==> src/rtl/core/smx_pkg.sv <==
`timescale 1ns / 1ps
// ----------------------------------------------------------------------------
// smx_pkg
// Shared types and constants of the stack machine executor.
// ----------------------------------------------------------------------------
package smx_pkg;

  localparam int MEM_WORDS   = 1024;
  localparam int ADDR_W      = $clog2(MEM_WORDS);
  localparam int DATA_W      = 32;
  localparam int EXT_W       = DATA_W + 2;
  localparam int CODE_W      = 16;
  localparam int CNT_W       = 64;
  localparam int OPC_W       = 4;
  localparam int ALU_W       = 4;
  localparam int FAULT_W     = 3;
  localparam int ARG_NUM     = 8;
  localparam int ARG_IDX_W   = $clog2(ARG_NUM);
  localparam int CFG_IDX_W   = 4;
  localparam int IP_STEP     = 2;
  localparam int QUEUE_DEPTH = 2;
  localparam int QPTR_W      = $clog2(QUEUE_DEPTH);
  localparam int QCNT_W      = $clog2(QUEUE_DEPTH + 1);
  localparam int DIV_CNT_W   = $clog2(DATA_W);

  localparam logic [OPC_W-1:0] OP_LIT = 4'd0;
  localparam logic [OPC_W-1:0] OP_LOD = 4'd1;
  localparam logic [OPC_W-1:0] OP_STO = 4'd2;
  localparam logic [OPC_W-1:0] OP_INT = 4'd3;
  localparam logic [OPC_W-1:0] OP_JMP = 4'd4;
  localparam logic [OPC_W-1:0] OP_JZ  = 4'd5;
  localparam logic [OPC_W-1:0] OP_JNZ = 4'd6;
  localparam logic [OPC_W-1:0] OP_CAL = 4'd7;
  localparam logic [OPC_W-1:0] OP_OPR = 4'd8;
  localparam logic [OPC_W-1:0] OP_EXT = 4'd9;

  localparam logic [ALU_W-1:0] SUB_ADD  = 4'd0;
  localparam logic [ALU_W-1:0] SUB_SUB  = 4'd1;
  localparam logic [ALU_W-1:0] SUB_MUL  = 4'd2;
  localparam logic [ALU_W-1:0] SUB_DIV  = 4'd3;
  localparam logic [ALU_W-1:0] SUB_MOD  = 4'd4;
  localparam logic [ALU_W-1:0] SUB_LT   = 4'd5;
  localparam logic [ALU_W-1:0] SUB_GT   = 4'd6;
  localparam logic [ALU_W-1:0] SUB_EQ   = 4'd7;
  localparam logic [ALU_W-1:0] SUB_NE   = 4'd8;
  localparam logic [ALU_W-1:0] SUB_LE   = 4'd9;
  localparam logic [ALU_W-1:0] SUB_GE   = 4'd10;
  localparam logic [ALU_W-1:0] SUB_HALT = 4'd11;
  localparam logic [ALU_W-1:0] SUB_RET  = 4'd12;

  localparam logic [DATA_W-1:0] EXT_DOT = 32'd0;
  localparam logic [DATA_W-1:0] EXT_AST = 32'd1;
  localparam logic [DATA_W-1:0] EXT_ARG = 32'd2;

  localparam logic [FAULT_W-1:0] FLT_NONE   = 3'd0;
  localparam logic [FAULT_W-1:0] FLT_DIV0   = 3'd1;
  localparam logic [FAULT_W-1:0] FLT_ADDR   = 3'd2;
  localparam logic [FAULT_W-1:0] FLT_AST    = 3'd3;
  localparam logic [FAULT_W-1:0] FLT_OPCODE = 3'd4;

  typedef enum logic [3:0] {
    CL_LIT, CL_LOD, CL_STO, CL_INT, CL_JMP, CL_JZ, CL_JNZ, CL_CAL,
    CL_BIN, CL_HALT, CL_RET, CL_NOP, CL_DOT, CL_AST, CL_ARG, CL_BAD
  } cls_t;

  typedef struct packed {
    cls_t              cls;
    logic [ALU_W-1:0]  alu;
    logic [DATA_W-1:0] operand;
  } item_t;

  typedef struct packed {
    logic [CODE_W-1:0]  next_ip;
    logic [DATA_W-1:0]  top_value;
    logic               print_valid;
    logic               halted;
    logic [FAULT_W-1:0] fault;
    logic [ADDR_W-1:0]  stack_ptr;
    logic [ADDR_W-1:0]  return_ptr;
    logic [ADDR_W-1:0]  frame_ptr;
    logic [CNT_W-1:0]   instr_count;
  } res_t;

  typedef enum logic [9:0] {
    ST_CLR  = 10'b0000000001,
    ST_IDLE = 10'b0000000010,
    ST_DEC  = 10'b0000000100,
    ST_RDB  = 10'b0000001000,
    ST_EXE  = 10'b0000010000,
    ST_DIV  = 10'b0000100000,
    ST_DWR  = 10'b0001000000,
    ST_WR2  = 10'b0010000000,
    ST_TOP  = 10'b0100000000,
    ST_OUT  = 10'b1000000000
  } st_t;

endpackage

==> src/rtl/core/smx_front.sv <==
`timescale 1ns / 1ps
// ----------------------------------------------------------------------------
// smx_front
// Accepts instructions, classifies them and holds them in a short queue.
// ----------------------------------------------------------------------------
module smx_front (
  input  logic                       clk,
  input  logic                       rst,
  input  logic                       hold,
  input  logic                       push,
  output logic                       full,
  input  logic [smx_pkg::OPC_W-1:0]  opcode,
  input  logic [smx_pkg::DATA_W-1:0] operand,
  output logic                       q_valid,
  output smx_pkg::item_t             q_item,
  input  logic                       q_pop
);

  smx_pkg::item_t              slot [smx_pkg::QUEUE_DEPTH];
  logic [smx_pkg::QPTR_W-1:0]  wr_ptr;
  logic [smx_pkg::QPTR_W-1:0]  rd_ptr;
  logic [smx_pkg::QCNT_W-1:0]  count;
  smx_pkg::item_t              item_in;
  logic                        do_push;
  logic                        do_pop;
  logic                        small_op;

  assign full    = (count == smx_pkg::QCNT_W'(smx_pkg::QUEUE_DEPTH)) || hold;
  assign do_push = push && !full;
  assign q_valid = (count != '0);
  assign do_pop  = q_pop && q_valid;
  assign q_item  = slot[rd_ptr];
  assign small_op = (operand[smx_pkg::DATA_W-1:smx_pkg::ALU_W] == '0);

  always_comb begin
    item_in.operand = operand;
    item_in.alu     = operand[smx_pkg::ALU_W-1:0];
    item_in.cls     = smx_pkg::CL_BAD;
    case (opcode)
      smx_pkg::OP_LIT: item_in.cls = smx_pkg::CL_LIT;
      smx_pkg::OP_LOD: item_in.cls = smx_pkg::CL_LOD;
      smx_pkg::OP_STO: item_in.cls = smx_pkg::CL_STO;
      smx_pkg::OP_INT: item_in.cls = smx_pkg::CL_INT;
      smx_pkg::OP_JMP: item_in.cls = smx_pkg::CL_JMP;
      smx_pkg::OP_JZ:  item_in.cls = smx_pkg::CL_JZ;
      smx_pkg::OP_JNZ: item_in.cls = smx_pkg::CL_JNZ;
      smx_pkg::OP_CAL: item_in.cls = smx_pkg::CL_CAL;
      smx_pkg::OP_OPR: begin
        if (small_op && operand[smx_pkg::ALU_W-1:0] <= smx_pkg::SUB_GE) begin
          item_in.cls = smx_pkg::CL_BIN;
        end else if (small_op && operand[smx_pkg::ALU_W-1:0] == smx_pkg::SUB_HALT) begin
          item_in.cls = smx_pkg::CL_HALT;
        end else if (small_op && operand[smx_pkg::ALU_W-1:0] == smx_pkg::SUB_RET) begin
          item_in.cls = smx_pkg::CL_RET;
        end else begin
          item_in.cls = smx_pkg::CL_NOP;
        end
      end
      smx_pkg::OP_EXT: begin
        if (operand == smx_pkg::EXT_DOT) begin
          item_in.cls = smx_pkg::CL_DOT;
        end else if (operand == smx_pkg::EXT_AST) begin
          item_in.cls = smx_pkg::CL_AST;
        end else if (operand == smx_pkg::EXT_ARG) begin
          item_in.cls = smx_pkg::CL_ARG;
        end else begin
          item_in.cls = smx_pkg::CL_NOP;
        end
      end
      default: item_in.cls = smx_pkg::CL_BAD;
    endcase
  end

  always_ff @(posedge clk) begin
    if (do_push) begin
      slot[wr_ptr] <= item_in;
    end
  end

  always_ff @(posedge clk) begin
    if (rst) begin
      wr_ptr <= '0;
      rd_ptr <= '0;
      count  <= '0;
    end else begin
      if (do_push) begin
        wr_ptr <= wr_ptr + 1'b1;
      end
      if (do_pop) begin
        rd_ptr <= rd_ptr + 1'b1;
      end
      if (do_push && !do_pop) begin
        count <= count + 1'b1;
      end else if (do_pop && !do_push) begin
        count <= count - 1'b1;
      end
    end
  end

endmodule

==> config.mk <==
export PLATFORM = sky130hd
export DESIGN_NAME = smx_front
export DESIGN_NICKNAME = d
export VERILOG_FILES = /design/src/rtl/core/smx_pkg.sv /design/src/rtl/core/smx_front.sv
export SDC_FILE = /design/constraint.sdc
export NUM_CORES = 1
export LEC_CHECK = 0
export ABC_AREA = 1
export CORE_UTILIZATION = 42
export CTS_BUF_LIST = sky130_fd_sc_hd__clkbuf_2
export DETAILED_ROUTE_END_ITERATION = 8
export DONT_BUFFER_PORTS = 1
export GPL_TIMING_DRIVEN = 0
export HOLD_SLACK_MARGIN = 0.02
export SYNTH_ARGS = -nofsm -noshare
export SYNTH_HDL_FRONTEND = slang
export SYNTH_SLANG_ARGS = --single-unit
==> constraint.sdc <==
create_clock -name clk -period 3 [get_ports clk]
set_clock_uncertainty 0.05 [all_clocks]
set_input_delay 0 -clock clk [delete_from_list [all_inputs] [get_ports clk]]
set_output_delay 0 -clock clk [all_outputs]
set_load 0.005 [all_outputs]
* Yosys cells after proc, flatten, opt, wreduce, memory -nomap -nowiden
Memories as Yosys holds them, arrays and structs flattened. A register that Yosys moved wholly into a read port is not among the register bits.
Cells that the tools add are included.
** Cells by class
- Reduce and logical (&&, ||, !) cells :: 16
- $add $sub $neg :: 4
- $lt $le $gt $ge :: 1
- Equal/unequal tests :: 14
- Multiplexer cells :: 13
** Operators with widths (number)
- $pmux W4 S10 :: 1
- $eq A32 B1 Y1 const B :: 1
- $eq A32 B2 Y1 const B :: 1
- $logic_not A32 Y1 :: 1
- $logic_not A28 Y1 :: 1
- $eq A4 B3 Y1 const B :: 4
- $eq A4 B4 Y1 const B :: 4
- $mux W3 :: 3
- $eq A4 B2 Y1 const B :: 2
- $mux W2 :: 4
- $logic_and A1 B1 Y1 :: 7
- $mux W1 :: 5
- $eq A4 B1 Y1 const B :: 1
- $le A4 B4 Y1 const B :: 1
- $logic_not A4 Y1 :: 1
- $reduce_bool A2 Y1 :: 2
- $logic_not A1 Y1 :: 3
- $add A1 B1 Y1 const B :: 2
- $add A2 B1 Y2 const B :: 1
- $eq A2 B2 Y1 const B :: 1
- $sub A2 B1 Y2 const B :: 1
- $logic_or A1 B1 Y1 :: 1
** Word-level totals
- Bits of input ports :: 41
- Bits in registers :: 4
- Memories kept :: 1
- Word-level logic and storage cells :: 52
- Bits in writable memories :: 80
- Output and inout bits :: 42
** Memory list
- slot :: words 2, width 40, read ports 1, clocked after Yosys merged registers in 1, write ports 1, RTL line smx_front.sv:19 : smx_pkg::item_t slot [smx_pkg::QUEUE_DEPTH];

* Logic depth before layout (Yosys ltp)
Gate-level depths: netlist of the first run.
- Depth in word-level cells :: 8
- Gate-level depth with buffers :: 9
- Mapped depth without buffers :: 9

* Worst setup path after synthesis of the first run
No wires, ideal clock.
- Kind :: register to register
- Start :: register count[0] (netlist name)
- End :: memory slot[1][10] (netlist name) (enable)
- Setup time :: 0.431 ns
- Slack :: 0.376 ns
- Cell stages (with the launch flop) :: 5
- Period minus slack after synthesis :: 2.624 ns
- Data arrival time :: 2.143 ns
- Path through :: dfxtp_1 > inv_2 > nand2_1 > nand3_1 > nor2_1
** On the way
- Cells in the longest elaborated chain, start to end :: 6
** Ends and longest elaborated chain
- from (decl) :: RTL line smx_front.sv:22 : logic [smx_pkg::QCNT_W-1:0] count;
- from (signal assigned) :: RTL line smx_front.sv:93 : count <= count + 1'b1;
- from (signal assigned) :: RTL line smx_front.sv:95 : count <= count - 1'b1;
- $eq A2 B2 Y1 :: RTL line smx_front.sv:28 : assign full = (count == smx_pkg::QCNT_W'(smx_pkg::QUEUE_DEPTH)) || hold;
- $logic_or A1 B1 Y1 :: RTL line smx_front.sv:28
- $logic_not A1 Y1 :: RTL line smx_front.sv:29 : assign do_push = push && !full;
- $logic_and A1 B1 Y1 :: RTL line smx_front.sv:29
- $mux W1 :: RTL line smx_front.sv:75 : if (do_push) begin
- $mux W1 (not written as such) :: RTL line smx_front.sv:76 : slot[wr_ptr] <= item_in;
- to (decl) :: RTL line smx_front.sv:19
No other way between the ends.

* Worst setup path after layout of the first run
- Start :: register count[0] (netlist name)
- End :: memory slot[0][23] (netlist name) (enable)
The elaborated chain is that of the path after synthesis.

==> metrics.md, run 1 <==
| Metric | Value |
|---|---|
| Outcome | `complete, no violations` |
| CP startpoint kind | `register` |
| Pre-CTS setup slack | `~1100 ps` |
| CTS Sinks | `77` |
| CP arrival | `between 2000 and 2500 ps` |
| Crit path buf inv count | `2` |
| Post-route ant nets | `0` |
| Die height | `about 89 um` |
| Fin crit period | `about 1900 ps` |
| Share of layout cells above drive strength 1 | `about a quarter` |
| Gate Count Post-Synth | `roughly 230` |
| Finished Layout Cells | `slightly below 400` |
| Post-route cell area | `between 3000 and 4000 um2` |
| F_max | `approximately 540 MHz` |
| Dpl cell area | `~3400 um2` |
| P_leak | `around 1.4 nW` |
| Total core area | `around 7300 um2` |
| Worst Path Required | `3160 ps` |
| First-pass GRT wire length | `8190 um` |
| Routability Congestion | `0.702` |
| Max-slew violations | `0` |
| Port Buffer Count | `0` |
| Post-CTS Setup Bufs | `0` |
| Antenna cells | `0` |
| Largest net degree at the start of global routing | `23` |
| Die ar. | `about 8000 um2` |
| Clk buf depth | `2` |
| Worst Setup Path Type | `reg2reg` |
| Total track usage | `between 10% and 20%` |
| RSZ-0062 raised after global routing | `no` |
| Initial antenna violation count | `0` |
| Hold Startpoint | `hold` |
| Worst Tran Pin Value | `a little over 600 ps` |
| Hold Buf Count CTS | `44` |
| Clock network power share | `22.0%` |
| Cts repair resizes | `0` |
| Flops & latches, synth | `between 70 and 80` |
| Synth cell types | `22` |
| R2R Setup Slk | `1140 ps` |
| Setup ws final | `1140 ps` |
| CP top delay family | `simple AND/OR/NAND/NOR gates` |
| CP Capture Type | `register` |
| Pwr per Cell Area | `between 500 and 600 nW/um2` |
| Die width | `89.4 um` |
| Switching Share | `between 20% and 30%` |
| Rows | `31` |
| Setup TNS | `0 ps` |
| CTS Buf Count | `9` |
| Synth Area per Inst | `around 14 um2` |
| Post-synth net total | `~270` |
| Reg2reg end | `slot[0][23]$_DFFE_PP_` |
| Sequential share of power | `55.3%` |
| DRT iter0 DRCs | `30` |
| WL/cell | `about 14 um` |
| Pwr Total | `around 2.3 mW` |
| Crit path cell chain | `inv_2 -> nand2_1 -> nand3_1 -> nor2_4 -> buf_16` |
| Worst rel slew slack | `58.4%` |
| FF-to-FF path depth | `5` |
| Hold Path Cell Cnt | `2` |
| DRC | `0` |
| Htree depth | `3` |
| Latest clock arrival within the worst-skew pair | `around 480 ps` |
| Final setup fails | `0` |
| Critical path's largest stage delay | `between 500 and 600 ps` |
| Worst hold path endpoint | `full` |
| Reg clk slew, reported paths | `about 190 ps` |
| Sequential-to-total area share from yosys stat | `70.6%` |
| Max VDD drop | `between 0.2 and 0.3 mV` |
| Placed cell count | `328` |
| Min-delay worst type | `in2out` |
| DR vias | `about 1900` |
| Drt pass-1 iters | `4` |
| GRT Residual Overflow | `0` |
| Via density | `between 4 and 5` |
| HPWL Detailed | `3650 um` |
| Worst path slowest cell | `nor2_4` |
| Nets | `around 330` |
| Initial core utilization | `43.7%` |
| Combinational share of power | `approximately 23%` |
| Area Growth Syn to Fin | `23.0%` |
| Worst-path maximum fanout | `19` |
| Post-Route WL | `between 5000 and 6000 um` |
| Final period util | `about three fifths` |
| # IOs | `83` |
| P_int | `between 1.5 and 2 mW` |
| Vias in the first global route | `~1800` |
| Sw power | `between 600 and 700 uW` |
| Maxcap violations | `0` |
| Synth warnings | `0` |
| Reg2Reg Launch Point | `count[0]$_SDFFE_PP0P_` |
| Mapped Area | `3210 um2` |
| Clk root buf | `clkbuf_2` |
| Hold Vio Cnt, Final | `0` |
| CTS tree | `done` |
-- synth_stat cells (all sizes together) --
cell type / number / area share [%]
a21oi: 6 / 0.94
and2: 1 / 0.20
buf: 8 / 2.2
clkbuf: 1 / 0.12
dfxtp: 5 / 3.1
edfxtp: 72 / 67
ha: 1 / 0.39
inv: 17 / 2.0
mux2: 36 / 13
nand2: 33 / 4.3
nand3: 6 / 0.94
nor2: 31 / 3.9
nor3: 1 / 0.16
nor3b: 1 / 0.23
o21a: 1 / 0.23
o21ai: 5 / 0.78
or2: 1 / 0.20
xor2: 1 / 0.27
-- power by group through the flow --
stage	logic (mW)	clock network, mW	registers, mW
global placement	0.453	0	1.33
detailed placement	0.478	0	1.32
global route	0.584	0.577	1.31
floorplan	0.376	0	1.32
CTS	0.544	0.537	1.30
finish	0.531	0.517	1.30
-- worst reg2reg max path, delay by kind of cell (launching register included) --
family	cells	cell delay, ps
buf+inv	2	300
flops	1	400
simple gates	3	830
-- worst max-delay path by stage --
stage	to	cells after the start	from	slack, ps
final	slot[0][23]$_DFFE_PP_	5	count[0]$_SDFFE_PP0P_	1140
after global routing	slot[0][31]$_DFFE_PP_	5	count[0]$_SDFFE_PP0P_	980
after CTS	slot[0][22]$_DFFE_PP_	5	count[0]$_SDFFE_PP0P_	1090
after detailed placement	slot[0][21]$_DFFE_PP_	5	count[0]$_SDFFE_PP0P_	1110
after global placement	slot[1][21]$_DFFE_PP_	4	count[0]$_SDFFE_PP0P_	-620
after floorplan	slot[1][10]$_DFFE_PP_	4	count[0]$_SDFFE_PP0P_	380
-- placed cells by master, fill, tap and decap left out, types with 2 or more instances in the layout --
cell / count
edfxtp_1: 72
o21ai_0: 5
inv_2: 6
nand3_1: 6
mux2_2: 36
clkbuf_2: 10
nand2_1: 28
dlygate4sd3_1: 44
a21oi_1: 6
clkinvlp_4: 2
clkinv_1: 2
inv_1: 11
nor2_4: 3
nor2_1: 28
buf_6: 3
nand2_2: 5
buf_16: 2
dfxtp_1: 5
buf_4: 5
-- cell type report --
class	instances	area [um2]
fillers	636	3390
flip-flops and latches	77	2260
multi-input cells	124	820
repair buffers	46	495
well taps	99	124
plain buffers	9	75.1
inverters	17	63.8
clock inverters	5	52.6
clock buffers	10	50.0
-- state kept, by name, summed over array words and instances, names as in the netlist, named ones only --
name and cells:
count 2, rd_ptr 1, slot 72, wr_ptr 1
-- per-layer routing --
layer  track usage [%]  vias to the layer above  part of all wire, %
met5                 0                        -                    0
met4              8.66                        0                  2.0
met3              4.71                       11                  6.9
met2              24.8                       61                   49
met1              15.8                      868                   42
li1                  -                      912                    -
-- per-stage QoR --
stage	hold WS [ps]	util [%]
after floorplan	19.1	-
after global placement	20.5	45.4
after detailed placement	22.1	46.4
after CTS	21.7	53.8
after global routing	25.7	53.8
final	50.7	53.8
-- logic make-up (layout without fill, tap and decap cells) --
family                     Yosys count  in the layout  share of synthesized area (%)
buffers and inverters               26             87                           4.33
muxes                               36             36                           12.6
adders and majority gates            1              1                          0.390
AOI/OAI and AO/OA                   12             12                           1.95
xor gates and xnor gates             1              1                          0.273
and+or+nand+nor                     74             74                           9.84
DFF                                 77             77                           70.6
(Power assumes the default switching activity.)
==> run 2, diff against run 1 <==
clock period = 1.63 ns   (was 3 ns; I/O delays follow)
==> run 2 against run 1 <==
Wire length up 9.8%. Core utilization up 4.0 points. Cell count rose by 4.1%. Highest routed layer unchanged. Worst setup slack worse by 1100 ps. Via count grew 5.6%.
==> metrics.md, run 2 (same netlist as run 1, synthesis figures left out) <==
| Metric | Value |
|---|---|
| Outcome | `complete, no violations` |
| Post-Route WL | `between 6000 and 7000 um` |
| Routability Congestion | `around 0.73` |
| Total track usage | `16.2%` |
| Die width | `between 80 and 90 um` |
| F_max | `~620 MHz` |
| Reg clk slew, reported paths | `roughly 190 ps` |
| Commonest non-fill, non-tap cell in the layout | `edfxtp_1` |
| CP startpoint kind | `register` |
| DR vias | `1956` |
| Commonest non-fill, non-tap cells in the layout | `edfxtp_1, dlygate4sd3_1, nor2_1` |
| CTS tree | `done` |
| Antenna cells | `0` |
| DRC | `0` |
| Worst Path Required | `~1600 ps` |
| Max VDD drop | `~0.71 mV` |
| CP Capture Type | `primary output` |
| DRT iter0 DRCs | `32` |
| CTS Sinks | `just under 80` |
| Worst Setup Path Type | `reg2out` |
| Latest clock arrival within the worst-skew pair | `between 400 and 500 ps` |
| R2R Setup Slk | `around 90 ps` |
| Pwr Total | `approximately 4.8 mW` |
| Maxcap violations | `0` |
| GRT Residual Overflow | `0` |
| Area Growth Syn to Fin | `32.2%` |
| Worst Tran Pin Value | `288 ps` |
| Nets | `between 300 and 400` |
| Pwr per Cell Area | `1140 nW/um2` |
| Drt pass-1 iters | `4` |
| Die height | `89.4 um` |
| Total core area | `7330 um2` |
| Port Buffer Count | `0` |
| Final period util | `a little over nine tenths` |
| Largest net degree at the start of global routing | `16` |
| Via density | `between 4 and 5` |
| Htree depth | `3` |
| CP arrival | `between 1500 and 2000 ps` |
| P_leak | `1.54 nW` |
| Min-delay worst type | `in2reg` |
| Die ar. | `~8000 um2` |
| Rows | `31` |
| Largest register by flop count | `slot` |
| First-pass GRT wire length | `around 9000 um` |
| RSZ-0062 raised after global routing | `yes` |
| Hold Vio Cnt, Final | `0` |
| Max-slew violations | `0` |
| Share of layout cells above drive strength 1 | `a little under a third` |
| Worst-path maximum fanout | `8` |
| Dpl cell area | `3360 um2` |
| Clk buf depth | `2` |
| Post-route cell area | `4240 um2` |
| WL/cell | `between 10 and 15 um` |
| Largest regs | `slot: 72 flops, count: 2 flops` |
| CTS Buf Count | `9` |
| Setup TNS | `0 ps` |
| Post-route ant nets | `0` |
| Initial antenna violation count | `0` |
| Fin crit period | `around 1600 ps` |
| HPWL Detailed | `roughly 3500 um` |
| Worst rel slew slack | `between 80% and 90%` |
| Initial core utilization | `a little over two fifths` |
| Clk root buf | `clkbuf_2` |
| Vias in the first global route | `1883` |
| Max FFs per register | `between 70 and 80` |
| Final setup fails | `0` |
| # IOs | `83` |
-- run 2: path summary, 6_finish.rpt --
check	cells past startpoint	to	from
min reg2reg	2	rd_ptr$_SDFFE_PP0P_	rd_ptr$_SDFFE_PP0P_
max	4	q_item[29]	register
min	8	slot[0][37]$_DFFE_PP_	operand[22]
max reg2reg	9	count[1]$_SDFFE_PP0P_	count[0]$_SDFFE_PP0P_
-- run 2: per-layer routing --
metal  share of wire (%)  global-route usage, %  wire length (um)  up-vias
met5                   0                      0                 0        -
met3                 6.1                   4.80               367       10
met1                  42                   19.1              2540      941
li1                    -                      -                 -      943
met4                 2.0                   8.23               121        0
met2                  50                   27.1              2990       62
-- run 2: cell type report --
cell class	count	area, um2
multi-input combinational	126	906
sequential	77	2270
fill	591	3090
clock inverter	6	87.6
timing repair buffer	59	637
buffer	9	103
inverter	17	63.8
tap	99	124
clock buffer	10	50.0
-- run 2: report_power, final --
part	internal [mW]	switching [mW]
registers	2.35	0.0548
clock network	0.511	0.646
logic	0.690	0.559
-- run 2: through the flow --
step | std cells | util [%] | worst slack [ps] | hold slack (ps)
after floorplan | 227 | - | 19.7 | 19.1
after global placement | 326 | 45.8 | -352 | 20.5
after detailed placement | 326 | 45.8 | -343 | 26.0
after CTS | 400 | 57.4 | -32.4 | 25.8
after global routing | 403 | 57.8 | -95.9 | 27.3
final | 403 | 57.8 | 19.4 | 62.9
-- run 2: worst max-delay path: stages (launching register included) --
cell	delay, ps
dfxtp_2	360
buf_8	130
buf_12	130
buf_12	140
mux2_4	300
-- run 2: timing repair --
| item | CTS | global route |
|---|---|---|
| hold buffers | 43 | 1 |
| endpoints found under the hold margin | 149 | 2 |
| setup endpoints to repair | 107 | 36 |
| gates cloned | 2 | 0 |
| gates resized for setup | 26 | 3 |
| pin swaps | 4 | 0 |
| setup buffers | 13 | 3 |
==> run 3, diff against run 2 <==
REMOVE_ABC_BUFFERS = 1   (was default)
==> run 3 against run 2 <==
Sequential cell count unchanged. Fmax down 0.42%. Hold slack lost 3.8 ps. Sequential share of layout area grew 0.81 points. Sequential power barely moved. Largest cell class unchanged.
==> metrics.md, run 3 (same netlist as run 1, synthesis figures left out) <==
| Metric | Value |
|---|---|
| Hold Path Cell Cnt | `8` |
| Rows | `31` |
| Hold Startpoint | `operand[6]` |
| Die ar. | `between 7000 and 8000 um2` |
| Port Buffer Count | `0` |
| Clk root buf | `clkbuf_2` |
| Final setup fails | `0` |
| Commonest non-fill, non-tap cells in the layout | `edfxtp_1, dlygate4sd3_1, nor2_1` |
| Total track usage | `around 16%` |
| Reg2Reg Launch Point | `count[0]$_SDFFE_PP0P_` |
| DRT iter0 DRCs | `36` |
| CTS tree | `done` |
| Reg clk slew, reported paths | `220 ps` |
| Worst Path Required | `between 2000 and 2500 ps` |
| Clk buf depth | `2` |
| CP arrival | `between 2000 and 2500 ps` |
| Worst Tran Pin Value | `between 200 and 250 ps` |
| Reg2reg end | `count[1]$_SDFFE_PP0P_` |
| Pwr per Cell Area | `1150 nW/um2` |
| Most used cell, CP | `a21oi_1` |
| Pre-CTS setup slack | `-187 ps` |
| Drt pass-1 iters | `4` |
| Via density | `4.84` |
| Initial antenna violation count | `0` |
| CTS Sinks | `77` |
| Largest regs | `slot: 72 flops, count: 2 flops` |
| Hold Vio Cnt, Final | `0` |
| GRT Residual Overflow | `0` |
| First-pass GRT wire length | `a little under 9000 um` |
| Commonest non-fill, non-tap cell in the layout | `edfxtp_1` |
| WL/cell | `between 15 and 20 um` |
| Worst hold path endpoint | `slot[0][36]$_DFFE_PP_` |
| Routability Congestion | `between 0.7 and 0.8` |
| Worst-path maximum fanout | `4` |
| Nets | `327` |
| Htree depth | `3` |
| Die width | `89.4 um` |
| Share of layout cells above drive strength 1 | `just under 30%` |
| Latest clock arrival within the worst-skew pair | `approximately 500 ps` |
| # IOs | `83` |
| Worst Setup Path Type | `reg2reg` |
| F_max | `618 MHz` |
| Fin crit period | `1620 ps` |
| Outcome | `complete, no violations` |
| DRC | `0` |
| Crit path cell chain | `inv_2 -> nand2_2 -> nand3_4 -> inv_1 -> ha_4 -> a21oi_1 -> o21ai_1 -> a21oi_1 -> o21a_1` |
| Final period util | `roughly 99%` |
| P_leak | `1.52 nW` |
| Max VDD drop | `0.609 mV` |
| Worst rel slew slack | `between 80% and 90%` |
| FF-to-FF path depth | `9` |
| Placed cell count | `319` |
| FILL cells | `575` |
| Post-Route WL | `between 6000 and 7000 um` |
| Maxcap violations | `0` |
| Setup ws final | `between 10 and 15 ps` |
| Largest net degree at the start of global routing | `24` |
| DR vias | `around 1900` |
| Finished Layout Cells | `around 390` |
| Area Growth Syn to Fin | `30.3%` |
| Min-delay worst type | `in2reg` |
| Total core area | `7330 um2` |
| Antenna cells | `0` |
| Worst path slowest cell | `dfxtp_2` |
| HPWL Detailed | `roughly 3600 um` |
| Max-slew violations | `0` |
| Core Util, Final | `~57%` |
| CP Capture Type | `register` |
| Critical path's largest stage delay | `approximately 380 ps` |
| CP startpoint kind | `register` |
| Vias in the first global route | `about 1800` |
| CTS Buf Count | `9` |
| Max FFs per register | `72` |
| Largest register by flop count | `slot` |
| Post-route ant nets | `0` |
| RSZ-0062 raised after global routing | `yes` |
| R2R Setup Slk | `about 13 ps` |
| Initial core utilization | `a little over two fifths` |
| Die height | `89.4 um` |
[run 3: where the power goes]
| group | switching (mW) | internal, mW | total [mW] |
|---|---|---|---|
| clock | 0.698 | 0.375 | 1.07 |
| combinational | 0.579 | 0.707 | 1.29 |
| sequential | 0.0834 | 2.35 | 2.44 |
[run 3: timing repair]
action,in CTS,in global routing
pin swaps,2,2
endpoints found under the setup margin,92,24
gates cloned,0,3
hold buffers,44,0
resized for setup,3,31
hold endpoints to repair,149,0
buffers inserted,6,2
[run 3: how the worst max path moves through the flow]
stage / startpoint / end / slack, ps
2_1_floorplan: count[0]$_SDFFE_PP0P_ / slot[1][10]$_DFFE_PP_ / -990
3_3_place_gp: count[0]$_SDFFE_PP0P_ / slot[1][21]$_DFFE_PP_ / -2050
3_5_place_dp: count[0]$_SDFFE_PP0P_ / slot[1][21]$_DFFE_PP_ / -190
4_1_cts: count[0]$_SDFFE_PP0P_ / count[1]$_SDFFE_PP0P_ / 2
5_1_grt: count[0]$_SDFFE_PP0P_ / count[1]$_SDFFE_PP0P_ / -80
6_report: count[0]$_SDFFE_PP0P_ / count[1]$_SDFFE_PP0P_ / 10
[run 3: cell type report]
type / instances / area (um2) / share of cell area [%]
Clock inverter: 7 / 82.6 / 1.98
Timing Repair Buffer: 56 / 653 / 15.6
Clock buffer: 9 / 45.0 / 1.08
Tap cell: 99 / 124 / 2.96
Inverter: 17 / 63.8 / 1.53
Multi-Input combinational cell: 124 / 941 / 22.5
Sequential cell: 77 / 2270 / 54.3
[run 3: per-stage QoR]
stage	power (mW)	hold WS [ps]	instance area [um2]	TNS, ps
6_report	4.80	59.1	4180	0
3_5_place_dp	3.22	17.7	3310	-7870
2_1_floorplan	3.04	19.1	3130	-71220
5_1_grt	5.02	32.6	4180	-1030
3_3_place_gp	3.19	20.8	3250	-164910
4_1_cts	4.55	28.0	3990	0
[run 3: metal layers]
metal | routed length [um] | share of wire [%] | global-route usage [%]
met2 | 3260 | 52 | 27.8
met1 | 2600 | 41 | 18.2
met4 | 159 | 2.5 | 7.36
met3 | 305 | 4.8 | 3.32
met5 | 0 | 0 | 0
[run 3: worst max-delay path: cells and delay by family (launching register included)]
kind | cells | cell delay [ps]
flip-flops | 1 | 380
adder cells (fa/ha/maj) | 1 | 240
AO/OA/AOI/OAI | 4 | 570
buffers and inverters | 2 | 160
AND/OR/NAND/NOR | 2 | 170
